--- src/rtl/core/pwmpd_pkg.sv ---
// ----------------------------------------------------------------------------
// pwmpd_pkg
// shared constants and types of the pwm period and duty programmer
// ----------------------------------------------------------------------------
`default_nettype none

package pwmpd_pkg;

    // table and clock setup
    localparam int NUM_SLOTS      = 16;
    localparam int CLOCK_HZ       = 24000000;
    localparam int PRESCALE_STEPS = 8;

    // field widths
    localparam int SLOT_W = 4;
    localparam int CH_W   = 2;
    localparam int VAL_W  = 18;
    localparam int FREQ_W = 24;
    localparam int RES_W  = 5;
    localparam int PRE_W  = 4;
    localparam int MOD_W  = 16;
    localparam int EN_W   = 3;

    // clamped duty spans 0..2^16
    localparam int DUTY_W = 17;
    // serial multiplier product: duty times modulo
    localparam int MUL_W  = DUTY_W + MOD_W;
    // clock quotient and divider dividend
    localparam int CLK_W  = $clog2(CLOCK_HZ + 1);
    localparam int DVD_W  = (CLK_W > 32) ? CLK_W : 32;
    localparam int CNT_W  = $clog2(DVD_W);

    localparam logic [MOD_W-1:0]  MOD_MAX    = 16'hFFFF;
    localparam logic [MOD_W-1:0]  MOD_MIN    = 16'd2;
    localparam logic [RES_W-1:0]  RES_MIN    = 5'd1;
    localparam logic [RES_W-1:0]  RES_MAX    = 5'd16;
    localparam logic [RES_W-1:0]  RES_RESET  = 5'd8;
    localparam logic [FREQ_W-1:0] FREQ_RESET = 24'd1000;

    // operation codes
    localparam logic OP_DUTY = 1'b0;
    localparam logic OP_FREQ = 1'b1;

    // channel codes
    localparam logic [CH_W-1:0] CH_A = 2'd0;
    localparam logic [CH_W-1:0] CH_B = 2'd1;
    localparam logic [CH_W-1:0] CH_X = 2'd2;

    // enable bits
    localparam logic [EN_W-1:0] EN_X = 3'b001;
    localparam logic [EN_W-1:0] EN_B = 3'b010;
    localparam logic [EN_W-1:0] EN_A = 3'b100;

    // one table entry, modulo zero means not configured
    typedef struct packed {
        logic [MOD_W-1:0] modulo;
        logic [PRE_W-1:0] prescale;
        logic [MOD_W-1:0] cmp_x;
        logic [MOD_W-1:0] cmp_a;
        logic [MOD_W-1:0] cmp_b;
        logic [EN_W-1:0]  enables;
    } t_entry;

endpackage

`default_nettype wire

--- src/rtl/core/pwm_period_duty_programmer_unit.sv ---
// ----------------------------------------------------------------------------
// pwm_period_duty_programmer_unit
// per-slot prescale, period and compare calculator for pwm submodules
// ----------------------------------------------------------------------------
//
//  channel  | signals                                   | handshake
//  ---------+-------------------------------------------+-------------------
//  request  | i_op i_slot i_channel i_value i_frequency | i_in_valid/o_in_stall
//  result   | o_slot_out .. o_reconfigured              | o_out_valid/i_out_stall
//  config   | i_cfg_data (resolution_bits)              | i_cfg_valid/o_cfg_ready
//
//  one word is worked at a time; a duty on a configured slot runs the
//  bit-serial multiplier, a duty on an unconfigured slot first the restoring
//  divider (one quotient bit a cycle) and the prescale search, and a
//  frequency change runs the divide and prescale search, then on a configured
//  slot three multiply and divide rescales
//  synchronous active-low reset clears the slot table at once, no sweep
//  a result waits in the output register under i_out_stall while the next
//  request word is taken
// ----------------------------------------------------------------------------
`default_nettype none

module pwm_period_duty_programmer_unit
    import pwmpd_pkg::*;
(
    input  logic                     i_clk,
    input  logic                     i_rst_n,
    // request channel
    input  logic                     i_in_valid,
    output logic                     o_in_stall,
    input  logic                     i_op,
    input  logic [SLOT_W-1:0]        i_slot,
    input  logic [CH_W-1:0]          i_channel,
    input  logic signed [VAL_W-1:0]  i_value,
    input  logic [FREQ_W-1:0]        i_frequency,
    // result channel
    output logic                     o_out_valid,
    input  logic                     i_out_stall,
    output logic [SLOT_W-1:0]        o_slot_out,
    output logic [PRE_W-1:0]         o_prescale,
    output logic [MOD_W-1:0]         o_period_value,
    output logic [MOD_W-1:0]         o_compare_x,
    output logic [MOD_W-1:0]         o_compare_a,
    output logic [MOD_W-1:0]         o_compare_b,
    output logic [EN_W-1:0]          o_channel_enables,
    output logic                     o_reconfigured,
    // configuration channel
    input  logic                     i_cfg_valid,
    output logic                     o_cfg_ready,
    input  logic [RES_W-1:0]         i_cfg_data
);

    // sequencer states
    localparam logic [2:0] ST_IDLE  = 3'd0;
    localparam logic [2:0] ST_DIVC  = 3'd1;  // clock / frequency
    localparam logic [2:0] ST_PRESC = 3'd2;  // prescale search
    localparam logic [2:0] ST_MULD  = 3'd3;  // duty times modulo
    localparam logic [2:0] ST_MULR  = 3'd4;  // compare times new modulo
    localparam logic [2:0] ST_DIVR  = 3'd5;  // product / old modulo
    localparam logic [2:0] ST_FIN   = 3'd6;  // write back, present result

    // working compare index
    localparam logic [1:0] CMP_X = 2'd0;
    localparam logic [1:0] CMP_A = 2'd1;
    localparam logic [1:0] CMP_B = 2'd2;

    logic [2:0]         r_state;
    t_entry             r_tbl [NUM_SLOTS];
    logic [RES_W-1:0]   r_res;
    logic [FREQ_W-1:0]  r_cur_freq;

    // item being worked
    logic               r_op;
    logic [SLOT_W-1:0]  r_slot;
    logic [CH_W-1:0]    r_ch;
    logic [DUTY_W-1:0]  r_v;
    logic               r_ignore;
    logic               r_recfg;
    logic [MOD_W-1:0]   r_m_old;
    logic [MOD_W-1:0]   r_m;
    logic [PRE_W-1:0]   r_pre;
    logic [MOD_W-1:0]   r_cmp [3];
    logic [EN_W-1:0]    r_en;
    logic [CLK_W-1:0]   r_q;
    logic [1:0]         r_idx;
    logic [CNT_W-1:0]   r_cnt;

    // serial multiplier
    logic [MUL_W-1:0]   r_mc;
    logic [MOD_W-1:0]   r_mp;
    logic [MUL_W-1:0]   r_acc;
    logic [MUL_W-1:0]   n_acc;

    // restoring divider, r_dq holds the dividend and fills with quotient bits
    logic [DVD_W-1:0]   r_dq;
    logic [FREQ_W-1:0]  r_rem;
    logic [FREQ_W-1:0]  r_dvs;
    logic [DVD_W-1:0]   n_dq;
    logic [FREQ_W-1:0]  n_rem;
    logic [FREQ_W:0]    div_shift;
    logic [FREQ_W:0]    div_diff;
    logic               div_ge;

    // output register
    logic               r_out_valid;
    logic [SLOT_W-1:0]  r_o_slot;
    logic [PRE_W-1:0]   r_o_pre;
    logic [MOD_W-1:0]   r_o_period;
    logic [MOD_W-1:0]   r_o_cx;
    logic [MOD_W-1:0]   r_o_ca;
    logic [MOD_W-1:0]   r_o_cb;
    logic [EN_W-1:0]    r_o_en;
    logic               r_o_recfg;

    // request side helpers
    logic               in_acc;
    t_entry             tbl_rd;
    logic [DUTY_W-1:0]  range;
    logic [DUTY_W-1:0]  v_clamp;
    logic [FREQ_W-1:0]  f_eff;
    logic               slot_bad;

    // prescale search and duty
    logic               presc_fit;
    logic               presc_last;
    logic [MOD_W-1:0]   mod_sel;
    logic [MOD_W-1:0]   duty;
    logic [1:0]         idx_nxt;
    logic               out_free;

    assign in_acc     = i_in_valid && !o_in_stall;
    assign o_in_stall = (r_state != ST_IDLE);
    assign o_cfg_ready = 1'b1;
    assign out_free   = !r_out_valid || !i_out_stall;

    always_comb begin
        tbl_rd   = r_tbl[i_slot];
        slot_bad = (32'(i_slot) >= NUM_SLOTS);
        range    = DUTY_W'(1) << r_res;
        // negative requests read as zero, large ones as full scale
        if (i_value[VAL_W-1]) begin
            v_clamp = '0;
        end else if (i_value[DUTY_W-1:0] > range) begin
            v_clamp = range;
        end else begin
            v_clamp = i_value[DUTY_W-1:0];
        end
        f_eff = (i_frequency == '0) ? FREQ_W'(1) : i_frequency;
    end

    // one shift-add step and one restoring divide step per cycle
    always_comb begin
        n_acc     = r_mp[0] ? (r_acc + r_mc) : r_acc;
        div_shift = {r_rem, r_dq[DVD_W-1]};
        div_ge    = (div_shift >= {1'b0, r_dvs});
        div_diff  = div_shift - {1'b0, r_dvs};
        n_rem     = div_ge ? div_diff[FREQ_W-1:0] : div_shift[FREQ_W-1:0];
        n_dq      = {r_dq[DVD_W-2:0], div_ge};
    end

    always_comb begin
        presc_fit  = (r_q[CLK_W-1:MOD_W] == '0);
        presc_last = (r_pre == PRE_W'(PRESCALE_STEPS - 1));
        if (presc_fit) begin
            mod_sel = (r_q[MOD_W-1:0] < MOD_MIN) ? MOD_MIN : r_q[MOD_W-1:0];
        end else begin
            mod_sel = MOD_MAX;
        end
        duty    = MOD_W'(n_acc >> r_res);
        idx_nxt = r_idx + 2'd1;
    end

    always_ff @(posedge i_clk) begin
        if (!i_rst_n) begin
            r_state     <= ST_IDLE;
            r_out_valid <= 1'b0;
            r_res       <= RES_RESET;
            r_cur_freq  <= FREQ_RESET;
            for (int i = 0; i < NUM_SLOTS; i++) begin
                r_tbl[i] <= '0;
            end
        end else begin
            // resolution register, clamped to 1..16
            if (i_cfg_valid && o_cfg_ready) begin
                if (i_cfg_data < RES_MIN) begin
                    r_res <= RES_MIN;
                end else if (i_cfg_data > RES_MAX) begin
                    r_res <= RES_MAX;
                end else begin
                    r_res <= i_cfg_data;
                end
            end

            // a new result refills the register as the old one leaves
            if (r_state == ST_FIN && out_free) begin
                r_out_valid <= 1'b1;
            end else if (r_out_valid && !i_out_stall) begin
                r_out_valid <= 1'b0;
            end

            case (r_state)
                ST_IDLE: begin
                    if (in_acc) begin
                        r_op       <= i_op;
                        r_slot     <= i_slot;
                        r_ch       <= i_channel;
                        r_v        <= v_clamp;
                        r_ignore   <= slot_bad;
                        r_m_old    <= tbl_rd.modulo;
                        r_m        <= tbl_rd.modulo;
                        r_pre      <= tbl_rd.prescale;
                        r_cmp[CMP_X] <= tbl_rd.cmp_x;
                        r_cmp[CMP_A] <= tbl_rd.cmp_a;
                        r_cmp[CMP_B] <= tbl_rd.cmp_b;
                        r_en       <= tbl_rd.enables;
                        r_dq       <= DVD_W'(CLOCK_HZ);
                        r_rem      <= '0;
                        r_acc      <= '0;
                        r_mc       <= MUL_W'(v_clamp);
                        r_mp       <= tbl_rd.modulo;
                        if (slot_bad) begin
                            r_recfg <= 1'b0;
                            r_state <= ST_FIN;
                        end else if (i_op == OP_FREQ) begin
                            r_cur_freq <= f_eff;
                            r_dvs      <= f_eff;
                            r_recfg    <= 1'b1;
                            r_cnt      <= CNT_W'(DVD_W - 1);
                            r_state    <= ST_DIVC;
                        end else if (tbl_rd.modulo == '0) begin
                            // first duty on an unconfigured slot
                            r_dvs   <= r_cur_freq;
                            r_recfg <= 1'b1;
                            r_cnt   <= CNT_W'(DVD_W - 1);
                            r_state <= ST_DIVC;
                        end else begin
                            r_recfg <= 1'b0;
                            r_cnt   <= CNT_W'(MOD_W - 1);
                            r_state <= ST_MULD;
                        end
                    end
                end

                ST_DIVC: begin
                    r_dq  <= n_dq;
                    r_rem <= n_rem;
                    r_cnt <= r_cnt - 1'b1;
                    if (r_cnt == '0) begin
                        r_q     <= n_dq[CLK_W-1:0];
                        r_pre   <= '0;
                        r_state <= ST_PRESC;
                    end
                end

                ST_PRESC: begin
                    if (presc_fit || presc_last) begin
                        r_m   <= mod_sel;
                        r_acc <= '0;
                        r_mp  <= mod_sel;
                        r_cnt <= CNT_W'(MOD_W - 1);
                        if (!presc_fit) begin
                            r_pre <= PRE_W'(PRESCALE_STEPS);
                        end
                        if (r_op == OP_DUTY) begin
                            r_mc    <= MUL_W'(r_v);
                            r_state <= ST_MULD;
                        end else if (r_m_old != '0) begin
                            r_idx   <= CMP_X;
                            r_mc    <= MUL_W'(r_cmp[CMP_X]);
                            r_state <= ST_MULR;
                        end else begin
                            r_state <= ST_FIN;
                        end
                    end else begin
                        // next prescale halves the quotient
                        r_q   <= r_q >> 1;
                        r_pre <= r_pre + 1'b1;
                    end
                end

                ST_MULD: begin
                    r_acc <= n_acc;
                    r_mc  <= r_mc << 1;
                    r_mp  <= r_mp >> 1;
                    r_cnt <= r_cnt - 1'b1;
                    if (r_cnt == '0) begin
                        case (r_ch)
                            CH_A: begin
                                r_cmp[CMP_A] <= duty;
                                r_en         <= r_en | EN_A;
                            end
                            CH_B: begin
                                r_cmp[CMP_B] <= duty;
                                r_en         <= r_en | EN_B;
                            end
                            CH_X: begin
                                // inverted sense, stores off-time
                                r_cmp[CMP_X] <= r_m - duty;
                                r_en         <= r_en | EN_X;
                            end
                            default: begin
                                // unused channel code leaves compares alone
                            end
                        endcase
                        r_state <= ST_FIN;
                    end
                end

                ST_MULR: begin
                    r_acc <= n_acc;
                    r_mc  <= r_mc << 1;
                    r_mp  <= r_mp >> 1;
                    if (r_cnt == '0) begin
                        r_dq    <= n_acc[DVD_W-1:0];
                        r_rem   <= '0;
                        r_dvs   <= FREQ_W'(r_m_old);
                        r_cnt   <= CNT_W'(DVD_W - 1);
                        r_state <= ST_DIVR;
                    end else begin
                        r_cnt <= r_cnt - 1'b1;
                    end
                end

                ST_DIVR: begin
                    r_dq  <= n_dq;
                    r_rem <= n_rem;
                    if (r_cnt == '0) begin
                        r_cmp[r_idx] <= n_dq[MOD_W-1:0];
                        if (r_idx == CMP_B) begin
                            r_state <= ST_FIN;
                        end else begin
                            r_idx   <= idx_nxt;
                            r_acc   <= '0;
                            r_mc    <= MUL_W'(r_cmp[idx_nxt]);
                            r_mp    <= r_m;
                            r_cnt   <= CNT_W'(MOD_W - 1);
                            r_state <= ST_MULR;
                        end
                    end else begin
                        r_cnt <= r_cnt - 1'b1;
                    end
                end

                ST_FIN: begin
                    if (out_free) begin
                        r_o_slot    <= r_slot;
                        if (r_ignore) begin
                            // slot outside the table reports zeros
                            r_o_pre    <= '0;
                            r_o_period <= '0;
                            r_o_cx     <= '0;
                            r_o_ca     <= '0;
                            r_o_cb     <= '0;
                            r_o_en     <= '0;
                            r_o_recfg  <= 1'b0;
                        end else begin
                            r_o_pre    <= r_pre;
                            r_o_period <= r_m - 1'b1;
                            r_o_cx     <= r_cmp[CMP_X];
                            r_o_ca     <= r_cmp[CMP_A];
                            r_o_cb     <= r_cmp[CMP_B];
                            r_o_en     <= r_en;
                            r_o_recfg  <= r_recfg;
                            r_tbl[r_slot] <= '{modulo:   r_m,
                                               prescale: r_pre,
                                               cmp_x:    r_cmp[CMP_X],
                                               cmp_a:    r_cmp[CMP_A],
                                               cmp_b:    r_cmp[CMP_B],
                                               enables:  r_en};
                        end
                        r_state <= ST_IDLE;
                    end
                end

                default: begin
                    r_state <= ST_IDLE;
                end
            endcase
        end
    end

    assign o_out_valid       = r_out_valid;
    assign o_slot_out        = r_o_slot;
    assign o_prescale        = r_o_pre;
    assign o_period_value    = r_o_period;
    assign o_compare_x       = r_o_cx;
    assign o_compare_a       = r_o_ca;
    assign o_compare_b       = r_o_cb;
    assign o_channel_enables = r_o_en;
    assign o_reconfigured    = r_o_recfg;

endmodule

`default_nettype wire

--- config.mk ---
export PLATFORM = sky130hd
export DESIGN_NAME = pwm_period_duty_programmer_unit
export DESIGN_NICKNAME = d
export VERILOG_FILES = /design/src/rtl/core/pwmpd_pkg.sv /design/src/rtl/core/pwm_period_duty_programmer_unit.sv
export SDC_FILE = /design/constraint.sdc
export NUM_CORES = 2
export LEC_CHECK = 0
export ABC_AREA = 0
export BUFFER_PORTS_ARGS = -buffer_cell sky130_fd_sc_hd__buf_2
export CELL_PAD_IN_SITES_DETAIL_PLACEMENT = 0
export CELL_PAD_IN_SITES_GLOBAL_PLACEMENT = 2
export CORE_UTILIZATION = 46
export CTS_CLUSTER_DIAMETER = 200
export CTS_CLUSTER_SIZE = 25
export DETAILED_ROUTE_END_ITERATION = 8
export HOLD_SLACK_MARGIN = 0.03
export PLACE_DENSITY_LB_ADDON = 0.25
export SLEW_MARGIN = 30
export SYNTH_ARGS = -nofsm -noshare
export SYNTH_HDL_FRONTEND = slang
export SYNTH_SLANG_ARGS = --single-unit
export TNS_END_PERCENT = 30
--- constraint.sdc ---
create_clock -name i_clk -period 11.4 [get_ports i_clk]
set_input_delay 1.71 -clock i_clk [delete_from_list [all_inputs] [get_ports i_clk]]
set_output_delay 1.71 -clock i_clk [all_outputs]
set_load 0.05 [all_outputs]
==> Flow_metrics.wiki <==
{| class="wikitable"
! Metric !! Value
|-
| Run status || finished clean
|-
| Highest clock frequency the design can meet || 142 MHz
|-
| Post CTS Setup Buffer Count || 0
|-
| Power density over cell area || 178 nW/um^2
|-
| Total number of yosys warnings || 0
|-
| H-Tree Depth || 3
|-
| Vias in the first global route || 47579
|-
| Hold Violations, Final || 0
|-
| DRC || 0
|-
| Clock insertion delay at the later pin of the skew report || 0.74 ns
|-
| Number of buffers between clock root and the deepest sink || 3
|-
| Synth Area in Simple Gates || 0.151
|-
| Unique masters post-synth || 100
|-
| Combinational power share || 0.295
|-
| Number of nets still failing antenna checks after routing || 0
|-
| Critical Path Source || r_mc[0]
|-
| Post-synthesis instance area || 77200 um^2
|-
| Total die area || 170000 um^2
|-
| CTS sink cnt || 1567
|-
| Adder-Cell Fraction of Synth Area || 0.0174
|-
| RSZ-0062 raised after global routing || false
|-
| Largest net degree at the start of global routing || 92
|-
| Total overflow reported by the global router || 0
|-
| Critical path arrival || 7.54 ns
|-
| Clock network fraction of total power || 0.208
|-
| Area of the core || 167000 um^2
|-
| Number of cell rows || 150
|-
| Predominant post-synthesis flop cell || sky130_fd_sc_hd__edfxtp_1
|-
| Worst setup endpoint || r_cmp[0][14]
|-
| CP bufs+invs || 1
|-
| Horizontal die dimension || 412 um
|-
| Multiplexer share of the synthesized area || 0.132
|-
| Worst slew pin tran || 1.04 ns
|-
| 1st-iter DRT viols || 5867
|-
| Most repeated cell in the gate-level netlist after synthesis || sky130_fd_sc_hd__edfxtp_1
|-
| Crit share post-route || 0.619
|-
| Number of buffer cells added on primary ports || 136
|-
| Worst slack after detailed placement || 4.49 ns
|-
| Root Driver || sky130_fd_sc_hd__clkbuf_16
|-
| Post-DR vias/cell || 6.25
|-
| Worst Setup Path Type || flop to flop
|-
| XOR/XNOR share of the synthesized area || 0.00533
|-
| Initial standard-cell utilization of the core || 0.463
|-
| Post-cts repair resize count || 0
|-
| Switching share of power || 0.350
|-
| Setup total negative slack || 0 ns
|-
| Post-route setup slack || 4.34 ns
|-
| Reg-to-reg setup timing slack || 4.34 ns
|-
| Number of antenna violations at the first check in global routing || 27
|-
| Overall routing resource usage || 0.292
|-
| Asr flop ratio synth || 0
|-
| Final Max Tran Viols || 0
|-
| Top-level I/O count || 138
|-
| Sequential share of power || 0.497
|-
| Most instantiated cells after synthesis || 1534 x sky130_fd_sc_hd__edfxtp_1, 1057 x sky130_fd_sc_hd__and2_1, 384 x sky130_fd_sc_hd__mux4_2
|-
| Worst-case reg-to-reg path depth || 25
|-
| Clock skew || 0.0430 ns
|-
| Static leakage || 29.2 nW
|-
| Max-cap violation count || 0
|-
| Fraction of layout cells with a size suffix above 1 || 0.156
|-
| Worst R2R Start || r_mc[0]
|-
| FF-to-FF End || r_cmp[0][14]
|-
| Clock-pin slew of the registers on the worst-case setup and hold paths || 0.11 ns
|-
| Via Count || 48814
|-
| Reported net switching power || 5.16 mW
|-
| TritonCTS clock tree || built
|-
| Sequential cell area fraction in the yosys report || 0.605
|-
| Average wire per standard cell || 31.9 um
|-
| Depth of the critical timing path with buffers and inverters included || 25
|-
| Number of register bits inferred by synthesis || 1567
|-
| Largest stage delay, worst path || 0.55 ns
|-
| Share of the synthesized area in the top cell type || 0.596
|-
| First-pass GRT wire length || 354000 um
|-
| Post-synth EDFFs || 1534
|-
| Post-Syn Area per Cell || 13.6 um^2
|-
| Critical Path Slowest Stage Cell || sky130_fd_sc_hd__mux4_2
|-
| Detailed Route WL || 249000 um
|-
| Finished Core Util || 0.495
|-
| Count of endpoints failing setup in the final report || 0
|-
| P_int || 9.56 mW
|-
| Data required time at the worst endpoint || 11.88 ns
|-
| Top Family by Delay on Critical Path || compound AO/OA/AOI/OAI gates
|-
| Class of the tightest hold or removal check || flop to flop
|-
| Synthesized-area fraction occupied by ao, oa, aoi and oai cells || 0.0604
|-
| Number of buffers inserted during clock tree synthesis || 72
|-
| Nets in the synthesized netlist || 5841
|-
| Minimum period implied by the final worst setup slack || 7.06 ns
|-
| Final net count || 5729
|-
| Drt pass-1 iters || 6
|-
| Hold Path Stages || 0
|-
| Vertical extent of the die || 412 um
|-
| Final weighted congestion in routability-driven placement || 0.903
|-
| Yosys top cell by area || sky130_fd_sc_hd__edfxtp_1
|-
| Max IR drop VDD || 0.000116 V
|-
| Fill cell count || 14260
|-
| Maximum fanout along the worst path || 5
|-
| Largest family of logic cells by synthesized area || simple AND/OR/NAND/NOR gates
|-
| Kind of end point of the critical path || flop
|-
| Hold-fix buffers, CTS || 0
|-
| Category of the worst setup path launch point || flop
|-
| Post-synthesis instance total || 5679
|-
| Synth-to-layout area growth || 6.92%
|-
| Cell types with the largest area share after synthesis || sky130_fd_sc_hd__edfxtp_1 60%, sky130_fd_sc_hd__mux4_2 11%, sky130_fd_sc_hd__and2_1 8.6%, sky130_fd_sc_hd__clkbuf_1 1.9%, sky130_fd_sc_hd__nand2_1 1.7%
|-
| Max transition margin || 0.304
|-
| Detailed Place HPWL || 156000 um
|}
## cell type report
class / count / area [um^2] / area share
Antenna cell: 10 / 25.0 / 0.000303
Multi-Input combinational cell: 3534 / 28700 / 0.347
Timing Repair Buffer: 281 / 1950 / 0.0236
Tap cell: 2204 / 2760 / 0.0334
Clock buffer: 96 / 1910 / 0.0232
Sequential cell: 1567 / 46700 / 0.566
Clock inverter: 6 / 92.6 / 0.00112
Inverter: 111 / 419 / 0.00508
## registers in the layout, summed over array words and instances, names as in the netlist, 4 cells and up
register / cells
r_m_old: 16
r_v: 17
r_m: 16
r_cnt: 5
r_cmp: 64
r_mc: 33
r_q: 25
o_prescale: 4
o_slot_out: 4
r_pre: 4
r_acc: 33
o_period_value: 16
r_mp: 16
r_res: 5
r_dvs: 24
o_compare_a: 16
r_rem: 24
o_compare_x: 16
r_tbl: 1136
r_cur_freq: 24
r_dq: 32
o_compare_b: 16
r_slot: 4
## worst reg2reg max path, stage by stage (launching register included)
cell                       delay [ns]
sky130_fd_sc_hd__edfxtp_1        0.44
sky130_fd_sc_hd__ha_1            0.29
sky130_fd_sc_hd__fa_1            0.46
sky130_fd_sc_hd__a211oi_2        0.38
sky130_fd_sc_hd__o21a_1          0.32
sky130_fd_sc_hd__nor3_2          0.11
sky130_fd_sc_hd__o31ai_2         0.54
sky130_fd_sc_hd__mux2_2          0.41
sky130_fd_sc_hd__or3_1           0.40
sky130_fd_sc_hd__nand3_1         0.14
sky130_fd_sc_hd__o21ai_0         0.14
sky130_fd_sc_hd__nor2_1          0.13
sky130_fd_sc_hd__a21oi_1         0.09
sky130_fd_sc_hd__mux4_2          0.55
sky130_fd_sc_hd__ha_1            0.23
sky130_fd_sc_hd__fa_1            0.41
sky130_fd_sc_hd__inv_1           0.09
sky130_fd_sc_hd__a21o_1          0.15
sky130_fd_sc_hd__maj3_1          0.21
sky130_fd_sc_hd__nor4_1          0.07
sky130_fd_sc_hd__a211oi_2        0.37
sky130_fd_sc_hd__nand2_1         0.08
sky130_fd_sc_hd__nand2_1         0.15
sky130_fd_sc_hd__a211oi_1        0.11
sky130_fd_sc_hd__and4b_1         0.21
sky130_fd_sc_hd__or3_1           0.34
## layer usage
metal,track usage,routed length (um)
met1,0.398,102000
met2,0.478,120000
met3,0.0429,18200
met4,0.103,9220
met5,0,63
## metrics by stage
step	power, mW	instances	instance area, um^2	hold WS (ns)
2_1_floorplan	10.1	5679	77200	0.400
3_3_place_gp	11.7	7690	80300	0.425
3_5_place_dp	11.7	7695	80500	0.406
4_1_cts	14.7	7797	82500	0.431
5_1_grt	15.3	7804	82600	0.448
6_report	14.7	7809	82600	0.430
## logic make-up (layout without fill, tap and decap cells)
group | count (synthesis) | after routing
simple gates | 2134 | 2134
flops | 1567 | 1567
buf+inv | 578 | 494
fa+ha+maj | 106 | 106
mux | 535 | 535
xor+xnor | 47 | 47
compound gates | 711 | 711
other cells | 1 | 11
## power groups by stage
| stage | combinational (mW) | clock, mW | sequential [mW] |
|---|---|---|---|
| finish | 4.35 | 3.06 | 7.31 |
| global route | 4.67 | 3.26 | 7.34 |
| CTS | 4.31 | 3.10 | 7.30 |
| detailed placement | 4.30 | 0 | 7.43 |
| global placement | 4.27 | 0 | 7.42 |
| floorplan | 2.90 | 0 | 7.24 |
## layout by cell type, fill, tap and decap left out, drive strengths merged, types with 18 or more instances in the layout
cell / instances
nor2: 268
nand2b: 38
or3: 23
buf: 281
edfxtp: 1534
clkbuf: 96
mux2: 30
a21boi: 24
mux2i: 121
o31ai: 18
nand4: 29
nand2: 350
a21o: 34
inv: 106
nor3: 158
ha: 100
nor4: 59
a31oi: 30
and2: 1057
o21ai: 161
dfxtp: 33
mux4: 384
nor2b: 35
a211oi: 28
a21oi: 216
xnor2: 32
o22ai: 29
nand3: 46
a221o: 21
## worst min-delay path by stage
stage | startpoint | to
after floorplan | r_recfg | o_reconfigured
after global placement | r_recfg | o_reconfigured
after detailed placement | r_recfg | o_reconfigured
after CTS | r_recfg | o_reconfigured
after global routing | r_recfg | o_reconfigured
final | r_recfg | o_reconfigured
No activity file was read; power rests on OpenSTA's default activity.
